File: src/rtl/jsds_pkg.sv
package jsds_pkg;

   localparam logic [7:0] MARKER_PREFIX = 8'hFF;
   localparam logic [7:0] MARKER_SOI    = 8'hD8;
   localparam logic [7:0] MARKER_EOI    = 8'hD9;
   localparam logic [7:0] MARKER_SOS    = 8'hDA;
   localparam logic [7:0] MARKER_TEM    = 8'h01;
   localparam logic [7:0] MARKER_RST0   = 8'hD0;
   localparam logic [7:0] MARKER_RST7   = 8'hD7;
   localparam logic [7:0] MARKER_SOF0   = 8'hC0;
   localparam logic [7:0] MARKER_SOF15  = 8'hCF;
   localparam logic [7:0] MARKER_DHT    = 8'hC4;
   localparam logic [7:0] MARKER_JPG    = 8'hC8;
   localparam logic [7:0] MARKER_DAC    = 8'hCC;

   // Shortest frame header that still holds both dimensions.
   localparam logic [15:0] FRAME_MIN_LENGTH = 16'd7;

   typedef enum logic [2:0] {
      STATUS_FOUND      = 3'd0,
      STATUS_BAD_START  = 3'd1,
      STATUS_MALFORMED  = 3'd2,
      STATUS_SHORT_HDR  = 3'd3,
      STATUS_ZERO_DIM   = 3'd4
   } scan_status_type;

   typedef enum logic [4:0] {
      PHASE_SOI0 = 5'b00001,
      PHASE_SOI1 = 5'b00010,
      PHASE_SCAN = 5'b00100,
      PHASE_FILL = 5'b01000,
      PHASE_SEG  = 5'b10000
   } parse_phase_type;

   typedef struct packed {
      parse_phase_type phase;
      logic [15:0]     seg_offset;
      logic [15:0]     seg_length;
      logic            frame_hdr;
      logic [15:0]     height;
      logic [15:0]     width;
      logic [1:0]      seen;
      logic            given;
   } scan_state_type;

   typedef struct packed {
      logic            valid;
      scan_status_type status;
      logic [15:0]     width;
      logic [15:0]     height;
   } scan_result_type;

   localparam scan_state_type SCAN_STATE_RESET = '{
      phase:      PHASE_SOI0,
      seg_offset: 16'd0,
      seg_length: 16'd0,
      frame_hdr:  1'b0,
      height:     16'd0,
      width:      16'd0,
      seen:       2'd0,
      given:      1'b0
   };

   localparam logic [1:0] SEEN_MAX = 2'd3;

endpackage

File: src/rtl/jsds_if.sv
interface jsds_req_if;
   logic       valid;
   logic       ready;
   logic [7:0] byte_value;
   logic       last_byte;

   modport source (output valid, output byte_value, output last_byte, input ready);
   modport sink (input valid, input byte_value, input last_byte, output ready);
endinterface

interface jsds_rsp_if;
   logic        valid;
   logic        ready;
   logic [15:0] image_width;
   logic [15:0] image_height;
   logic [2:0]  scan_status;

   modport source (output valid, output image_width, output image_height,
                   output scan_status, input ready);
   modport sink (input valid, input image_width, input image_height,
                 input scan_status, output ready);
endinterface

File: src/rtl/jsds_step.sv
module jsds_step
   import jsds_pkg::*;
(
   input  scan_state_type  cur_state,
   input  logic [7:0]      byte_value,
   input  logic            last_byte,
   output scan_state_type  next_state,
   output scan_result_type result
);

   scan_state_type  adv_state;
   logic            adv_done;
   scan_status_type adv_status;
   logic [16:0]     next_offset;
   logic [15:0]     length_now;
   logic            frame_marker;
   logic            standalone;

   assign next_offset  = {1'b0, cur_state.seg_offset} + 17'd1;
   assign length_now   = (cur_state.seg_offset == 16'd1) ?
                         {cur_state.seg_length[15:8], byte_value} : cur_state.seg_length;
   assign frame_marker = (byte_value >= MARKER_SOF0) && (byte_value <= MARKER_SOF15) &&
                         (byte_value != MARKER_DHT) && (byte_value != MARKER_JPG) &&
                         (byte_value != MARKER_DAC);
   assign standalone   = (byte_value == MARKER_TEM) ||
                         ((byte_value >= MARKER_RST0) && (byte_value <= MARKER_RST7));

   // One step of the marker walk.
   always_comb begin
      adv_state  = cur_state;
      adv_done   = 1'b0;
      adv_status = STATUS_MALFORMED;
      unique case (cur_state.phase)
         PHASE_SOI0: begin
            if (byte_value != MARKER_PREFIX) begin
               adv_done   = 1'b1;
               adv_status = STATUS_BAD_START;
            end else begin
               adv_state.phase = PHASE_SOI1;
            end
         end
         PHASE_SOI1: begin
            if (byte_value != MARKER_SOI) begin
               adv_done   = 1'b1;
               adv_status = STATUS_BAD_START;
            end else begin
               adv_state.phase = PHASE_SCAN;
            end
         end
         PHASE_SCAN: begin
            if (byte_value == MARKER_PREFIX) begin
               adv_state.phase = PHASE_FILL;
            end
         end
         PHASE_FILL: begin
            priority if (byte_value == MARKER_PREFIX) begin
               adv_state.phase = PHASE_FILL;
            end else if ((byte_value == MARKER_EOI) || (byte_value == MARKER_SOS)) begin
               adv_done   = 1'b1;
               adv_status = STATUS_MALFORMED;
            end else if (standalone) begin
               adv_state.phase = PHASE_SCAN;
            end else begin
               adv_state.frame_hdr  = frame_marker;
               adv_state.seg_offset = 16'd0;
               adv_state.seg_length = 16'd0;
               adv_state.phase      = PHASE_SEG;
            end
         end
         PHASE_SEG: begin
            if (cur_state.seg_offset == 16'd0) begin
               adv_state.seg_length = {byte_value, 8'd0};
               adv_state.seg_offset = 16'd1;
            end else begin
               adv_state.seg_length = length_now;
               if (cur_state.frame_hdr) begin
                  unique case (cur_state.seg_offset)
                     16'd3:   adv_state.height = {byte_value, 8'd0};
                     16'd4:   adv_state.height = {cur_state.height[15:8], byte_value};
                     16'd5:   adv_state.width  = {byte_value, 8'd0};
                     16'd6:   adv_state.width  = {cur_state.width[15:8], byte_value};
                     default: ;
                  endcase
               end
               priority if ((cur_state.seg_offset == 16'd1) && (length_now < 16'd2)) begin
                  adv_done   = 1'b1;
                  adv_status = STATUS_MALFORMED;
               end else if (next_offset >= {1'b0, length_now}) begin
                  // The whole segment has arrived, so a frame header can decide now.
                  if (cur_state.frame_hdr) begin
                     adv_done = 1'b1;
                     priority if (length_now < FRAME_MIN_LENGTH) begin
                        adv_status = STATUS_SHORT_HDR;
                     end else if ((adv_state.width != 16'd0) &&
                                  (adv_state.height != 16'd0)) begin
                        adv_status = STATUS_FOUND;
                     end else begin
                        adv_status = STATUS_ZERO_DIM;
                     end
                  end else begin
                     adv_state.phase = PHASE_SCAN;
                  end
               end else begin
                  adv_state.seg_offset = next_offset[15:0];
               end
            end
         end
         default: adv_state.phase = PHASE_SCAN;
      endcase
   end

   always_comb begin
      next_state    = cur_state;
      result.valid  = 1'b0;
      result.status = STATUS_MALFORMED;
      if (!cur_state.given) begin
         next_state = adv_state;
         priority if (last_byte && (cur_state.seen < SEEN_MAX)) begin
            result.valid  = 1'b1;
            result.status = STATUS_BAD_START;
         end else if (adv_done) begin
            result.valid  = 1'b1;
            result.status = adv_status;
         end else if (last_byte) begin
            result.valid  = 1'b1;
            result.status = STATUS_MALFORMED;
         end else begin
            result.valid  = 1'b0;
         end
      end
      result.width  = (result.status == STATUS_FOUND) ? adv_state.width : 16'd0;
      result.height = (result.status == STATUS_FOUND) ? adv_state.height : 16'd0;
      next_state.seen  = (cur_state.seen == SEEN_MAX) ? SEEN_MAX : cur_state.seen + 2'd1;
      next_state.given = cur_state.given | result.valid;
      if (last_byte) begin
         next_state = SCAN_STATE_RESET;
      end
   end

endmodule

File: src/rtl/jpeg_sof_dimension_scanner.sv
// A deciding request goes into the input register, then the parse step writes its result
// into the result register.
// Throughput: one byte per cycle while the output is not stalled; the parse state is updated once per byte.
// A result waiting in the output register holds the staged byte, so requests stall too.
// Reset (synchronous, active high) clears the parse state and both valid flags.
module jpeg_sof_dimension_scanner
   import jsds_pkg::*;
(
   input  logic           clock,
   input  logic           reset,
   jsds_req_if.sink       req_bus,
   jsds_rsp_if.source     rsp_bus
);

   logic            stage_valid_ff, stage_valid_in;
   logic [7:0]      stage_byte_ff;
   logic            stage_last_ff;
   scan_state_type  state_ff, state_in;
   scan_result_type step_result;
   logic            rsp_valid_ff, rsp_valid_in;
   scan_status_type rsp_status_ff;
   logic [15:0]     rsp_width_ff;
   logic [15:0]     rsp_height_ff;
   logic            req_fire;
   logic            step_go;

   // The staged byte may move on when the output register is empty or being drained.
   assign step_go        = stage_valid_ff && (!rsp_valid_ff || rsp_bus.ready);
   assign req_bus.ready  = !stage_valid_ff || step_go;
   assign req_fire       = req_bus.valid && req_bus.ready;
   assign stage_valid_in = req_fire | (stage_valid_ff & ~step_go);
   assign rsp_valid_in   = step_go ? step_result.valid : (rsp_valid_ff && !rsp_bus.ready);

   jsds_step u_step (
      .cur_state  (state_ff),
      .byte_value (stage_byte_ff),
      .last_byte  (stage_last_ff),
      .next_state (state_in),
      .result     (step_result)
   );

   always_ff @(posedge clock) begin
      if (reset) begin
         stage_valid_ff <= 1'b0;
         rsp_valid_ff   <= 1'b0;
         state_ff       <= SCAN_STATE_RESET;
      end else begin
         stage_valid_ff <= stage_valid_in;
         rsp_valid_ff   <= rsp_valid_in;
         if (step_go) begin
            state_ff <= state_in;
         end
      end
   end

   always_ff @(posedge clock) begin
      if (req_fire) begin
         stage_byte_ff <= req_bus.byte_value;
         stage_last_ff <= req_bus.last_byte;
      end
      if (step_go && step_result.valid) begin
         rsp_status_ff <= step_result.status;
         rsp_width_ff  <= step_result.width;
         rsp_height_ff <= step_result.height;
      end
   end

   assign rsp_bus.valid        = rsp_valid_ff;
   assign rsp_bus.scan_status  = rsp_status_ff;
   assign rsp_bus.image_width  = rsp_width_ff;
   assign rsp_bus.image_height = rsp_height_ff;

endmodule

File: src/flat_wrapper.sv
// flat-port wrapper written by rule: the top's interface ports become plain ports
module jpeg_sof_dimension_scanner_flat import jsds_pkg::*;
  (clock, reset, req_bus_valid, req_bus_byte_value, req_bus_last_byte, req_bus_ready, rsp_bus_valid, rsp_bus_image_width, rsp_bus_image_height, rsp_bus_scan_status, rsp_bus_ready);
  jsds_req_if req_bus_i ();
  jsds_rsp_if rsp_bus_i ();
  input  logic clock;
  input  logic reset;
  input wire logic [$bits(req_bus_i.valid)-1:0] req_bus_valid;
  input wire logic [$bits(req_bus_i.byte_value)-1:0] req_bus_byte_value;
  input wire logic [$bits(req_bus_i.last_byte)-1:0] req_bus_last_byte;
  output wire logic [$bits(req_bus_i.ready)-1:0] req_bus_ready;
  output wire logic [$bits(rsp_bus_i.valid)-1:0] rsp_bus_valid;
  output wire logic [$bits(rsp_bus_i.image_width)-1:0] rsp_bus_image_width;
  output wire logic [$bits(rsp_bus_i.image_height)-1:0] rsp_bus_image_height;
  output wire logic [$bits(rsp_bus_i.scan_status)-1:0] rsp_bus_scan_status;
  input wire logic [$bits(rsp_bus_i.ready)-1:0] rsp_bus_ready;
  assign req_bus_i.valid = req_bus_valid;
  assign req_bus_i.byte_value = req_bus_byte_value;
  assign req_bus_i.last_byte = req_bus_last_byte;
  assign req_bus_ready = req_bus_i.ready;
  assign rsp_bus_valid = rsp_bus_i.valid;
  assign rsp_bus_image_width = rsp_bus_i.image_width;
  assign rsp_bus_image_height = rsp_bus_i.image_height;
  assign rsp_bus_scan_status = rsp_bus_i.scan_status;
  assign rsp_bus_i.ready = rsp_bus_ready;
  jpeg_sof_dimension_scanner u_core (.clock(clock), .reset(reset), .req_bus(req_bus_i), .rsp_bus(rsp_bus_i));
endmodule
File: config.mk
export PLATFORM = sky130hd
export DESIGN_NAME = jpeg_sof_dimension_scanner_flat
export DESIGN_NICKNAME = d
export VERILOG_FILES = /design/src/rtl/jsds_pkg.sv /design/src/rtl/jsds_if.sv /design/src/rtl/jsds_step.sv /design/src/rtl/jpeg_sof_dimension_scanner.sv /design/src/flat_wrapper.sv
export SDC_FILE = /design/constraint.sdc
export NUM_CORES = 1
export LEC_CHECK = 0
export BUFFER_PORTS_ARGS = -buffer_cell sky130_fd_sc_hd__buf_2
export CAP_MARGIN = 25
export CORE_MARGIN = 10
export CORE_UTILIZATION = 57
export CTS_BUF_LIST = sky130_fd_sc_hd__clkbuf_8
export DETAILED_ROUTE_END_ITERATION = 10
export PLACE_DENSITY = 0.79
export SYNTH_ARGS = -nofsm -noshare
export SYNTH_HDL_FRONTEND = slang
export SYNTH_SLANG_ARGS = --single-unit
File: constraint.sdc
create_clock -name clock -period 6.5 [get_ports clock]
set_clock_uncertainty 0.1 [all_clocks]
set_input_delay 1.625 -clock clock [delete_from_list [all_inputs] [get_ports clock]]
set_output_delay 1.625 -clock clock [all_outputs]
set_load 0.05 [all_outputs]
==> metrics.md <==
| Metric | Value |
|---|---|
| Die area | 0.0163 mm2 |
| Routability cong. | 0.922 |
| Maximum clock frequency | roughly 190 MHz |
| Setup Viol. Count Final | 0 |
| Ys async rst share | 0 |
| Slew headroom | 0.339 |
| RSZ-0062 raised after global routing | false |
| Die span in y | 128 um |
| Core Region | 0.0114 mm2 |
| Fin util | 0.634 |
| Yosys Warn Count | 0 |
| Worst Path Arrival | about 5.5 ns |
| Ratio of total power to cell area | 227 mW/mm2 |
| Vias in the first global route | roughly 5500 |
| Syn_area_per_cell | 9.26 um2 |
| Crit path to | u_core.state_ff[54]$_SDFFE_PP0P_ |
| Internal power | between 1 and 1.5 mW |
| Top cell type by total area after synthesis | dfxtp_1 |
| Post-synthesis sequential area ratio | 0.428 |
| R2R Setup Slk | 1.23 ns |
| Critical Path RT | just under 7 ns |
| GR peak layer | met2 |
| Leak | 2.56 nW |
| Switching share of power | 0.266 |
| Setup tns final | 0 ns |
| Growth of design area from synthesis to finish | 9.26% |
| Post-Syn Nets | between 700 and 800 |
| Share of cells above drive strength 1 | 0.158 |
| Comb pwr share | 0.082 |
| Starting Density | 0.580 |
| Status | finished clean |
| Routing usage on met2 | 0.342 |
| Final min period | 5.27 ns |
| Grt total ovfl | 0 |
| Worst Hold Class | reg -> reg |
| DP Worst Slack | 1.27 ns |
| Post-Synthesis Cells | between 700 and 800 |
| Number of synthesized register bits | 119 |
| Routed vias | 5888 |
| Worst-path clk slew | 0.07 ns |
| DRT iter0 DRCs | 863 |
| Pre-antenna DRT Iters | 6 |
| Cell Count, Final, Fillers Out | slightly below 900 |
| Hpwl dp | 12100 um |
| Placed cells | around 850 |
| Share of the synthesized area in the top cell type | 0.228 |
| Nets | 760 |
| Count of pins over their slew limit | 0 |
| Clock Path Buffers | 2 |
| Top_reg_cell synth | dfxtp_1 |
| Root Driver | clkbuf_8 |
| Flop pwr share | 0.497 |
| Worst R2R End | u_core.state_ff[54]$_SDFFE_PP0P_ |
| Post-CTS Resized | 0 |
| # rows | 39 |
| Max cap viols | 0 |
| Top post-synthesis cells by area | dfxtp_1 23%, edfxtp_1 20%, a22oi_1 5.9% |
| Horiz. Die Dim | between 100 and 150 um |
| Clock Power Share | 0.422 |
| Worst Setup SP | u_core.state_ff[52]$_SDFFE_PP0P_ |
| Antenna viol nets, final | 0 |
| Routing usage on met3 | 0.0608 |
| Worst Reg-to-Reg Cells | 13 |
| Met1 Usage GRT | 0.257 |
| Cell Area, Synth | 0.00659 mm2 |
| Crit-path max FO | 14 |
| Crit end category | register |
| Worst slew pin tran | around 1 ns |
| Io pins | 50 |
| Setup Fix Bufs, Post-CTS | 0 |
| DRC Markers | 0 |
| GRT Util Overall | 0.212 |
| Wire per inst | 19.8 um |
| Netlist cell types | 73 |
| Vias per inst | 6.66 |
| H-Tree Depth | 4 |
| Initial antenna violation count | 0 |
| Post-synth EDFFs | 44 |
| R2R Path Start | u_core.state_ff[52]$_SDFFE_PP0P_ |
| Final Hold Fails | 0 |
| CP Class | reg -> reg |
| Antenna Cells | 0 |
| Tot Pwr | roughly 1.6 mW |
| First-pass GRT wire length | 28200 um |
| Pin count of the biggest net entering global routing | 46 |
| NetSw | about 0.44 mW |
| Wirelength, routed | 17500 um |
| CTS tree | built |
| Period utilisation layout | 0.811 |
| Final Worst Setup Slack | 1.23 ns |
| Hold_buf cts | 0 |
| Clock Sinks | roughly 120 |
| Num CTS Buffers | 17 |
| Port bufs | 49 |
| Clk_lat worst skew | 0.46 ns |
| Startpoint type of the worst setup path | register |
| Worst vdd ir | roughly 210 uV |
registers in the layout (all words and copies together) (netlist names):
| name | count |
|---|---|
| u_core.stage_byte_ff | 8 |
| u_core.stage_last_ff | 1 |
| u_core.rsp_bus.image_height | 16 |
| u_core.stage_valid_ff | 1 |
| u_core.rsp_bus.valid | 1 |
| u_core.state_ff | 73 |
| u_core.rsp_bus.scan_status | 3 |
| u_core.rsp_bus.image_width | 16 |
power by group through the flow:
| stage | combinational, mW | clock [mW] | sequential (mW) |
|---|---|---|---|
| after floorplan | 0.0710 | 0 | 0.853 |
| after global placement | 0.130 | 0 | 0.827 |
| after detailed placement | 0.132 | 0 | 0.828 |
| after CTS | 0.133 | 0.698 | 0.812 |
| after global routing | 0.142 | 0.728 | 0.814 |
| final | 0.134 | 0.690 | 0.813 |
critical path, stage by stage (launching register included):
cell       delay, ns
dfxtp_1         0.47
ha_1            0.29
nor3b_1         0.34
and4_1          0.24
buf_4           0.22
mux2i_1         0.27
ha_1            0.28
a21o_1          0.19
a221o_1         0.31
a2111oi_0       0.74
o2111ai_2       0.40
o31ai_4         0.75
nor2_2          0.18
a221o_1         0.38
worst min-delay path by stage:
stage                                     start  cells after the start                                to  slack, ns
2_1_floorplan  u_core.state_ff[39]$_SDFFE_PP0P_                      2  u_core.state_ff[39]$_SDFFE_PP0P_       0.36
3_3_place_gp   u_core.state_ff[27]$_SDFFE_PP0P_                      1  u_core.state_ff[27]$_SDFFE_PP0P_       0.38
3_5_place_dp   u_core.state_ff[27]$_SDFFE_PP0P_                      1  u_core.state_ff[27]$_SDFFE_PP0P_       0.38
4_1_cts        u_core.state_ff[39]$_SDFFE_PP0P_                      2  u_core.state_ff[39]$_SDFFE_PP0P_       0.41
5_1_grt        u_core.state_ff[32]$_SDFFE_PP0P_                      1  u_core.state_ff[32]$_SDFFE_PP0P_       0.42
6_report       u_core.state_ff[39]$_SDFFE_PP0P_                      2  u_core.state_ff[39]$_SDFFE_PP0P_       0.41
through the flow:
stage | hold WS, ns | instance area [um2]
after floorplan | 0.356 | 6590
after global routing | 0.425 | 7200
after detailed placement | 0.384 | 6790
after CTS | 0.409 | 7200
after global placement | 0.378 | 6790
final | 0.411 | 7200
cell families (layout without fill, tap and decap cells):
family	after synthesis	after routing	synth area share
xor gates and xnor gates	16	16	0.0213
muxes	13	13	0.0199
adders and majority gates	19	19	0.0361
AOI/OAI and AO/OA	165	165	0.190
and+or+nand+nor	307	307	0.256
buffers and inverters	73	102	0.0492
DFF	119	119	0.428
synthesized netlist by cell type, types with 12 or more instances:
cell type	count
inv_1	14
a21oi_1	28
and3_1	15
edfxtp_1	44
nand2_1	41
nor2b_1	13
nor2_1	87
nor4_1	36
mux2i_1	12
a22oi_1	52
dfxtp_1	75
o21ai_0	14
nand3_1	19
nor4_2	12
buf_2	13
nor3_1	25
ha_1	19
clkbuf_1	30
per-layer routing:
metal  wire length (um)  vias to the layer above
li1                   -                     2730
met1               7020                     2786
met2               8410                      314
met3               1580                       58
met4                488                        0
met5                  0                        -
layout by cell type (no fill, tap or decap), drive strengths merged, types with 5 or more instances in the layout:
master	count
nor3	26
a21oi	29
xor2	5
nand4	11
nor4	48
and3	15
a32oi	11
buf	55
inv	14
nor2b	13
clkbuf	19
xnor2	11
o31ai	5
a21o	7
a22oi	52
nor2	88
nand3	19
and4	6
edfxtp	44
mux2i	12
dfxtp	75
ha	19
a22o	10
nand2	41
clkinv	7
o21ai	16
and2	12
layout make-up:
class                      count  area [um2]
sequential                   119        2820
inverter                      14        52.6
timing repair buffer          56         293
fill                         955        4170
tap                          143         179
clock buffer                  18         248
multi-input combinational    520        3450
clock inverter                14         158
No activity file was read; power rests on OpenSTA's default activity.
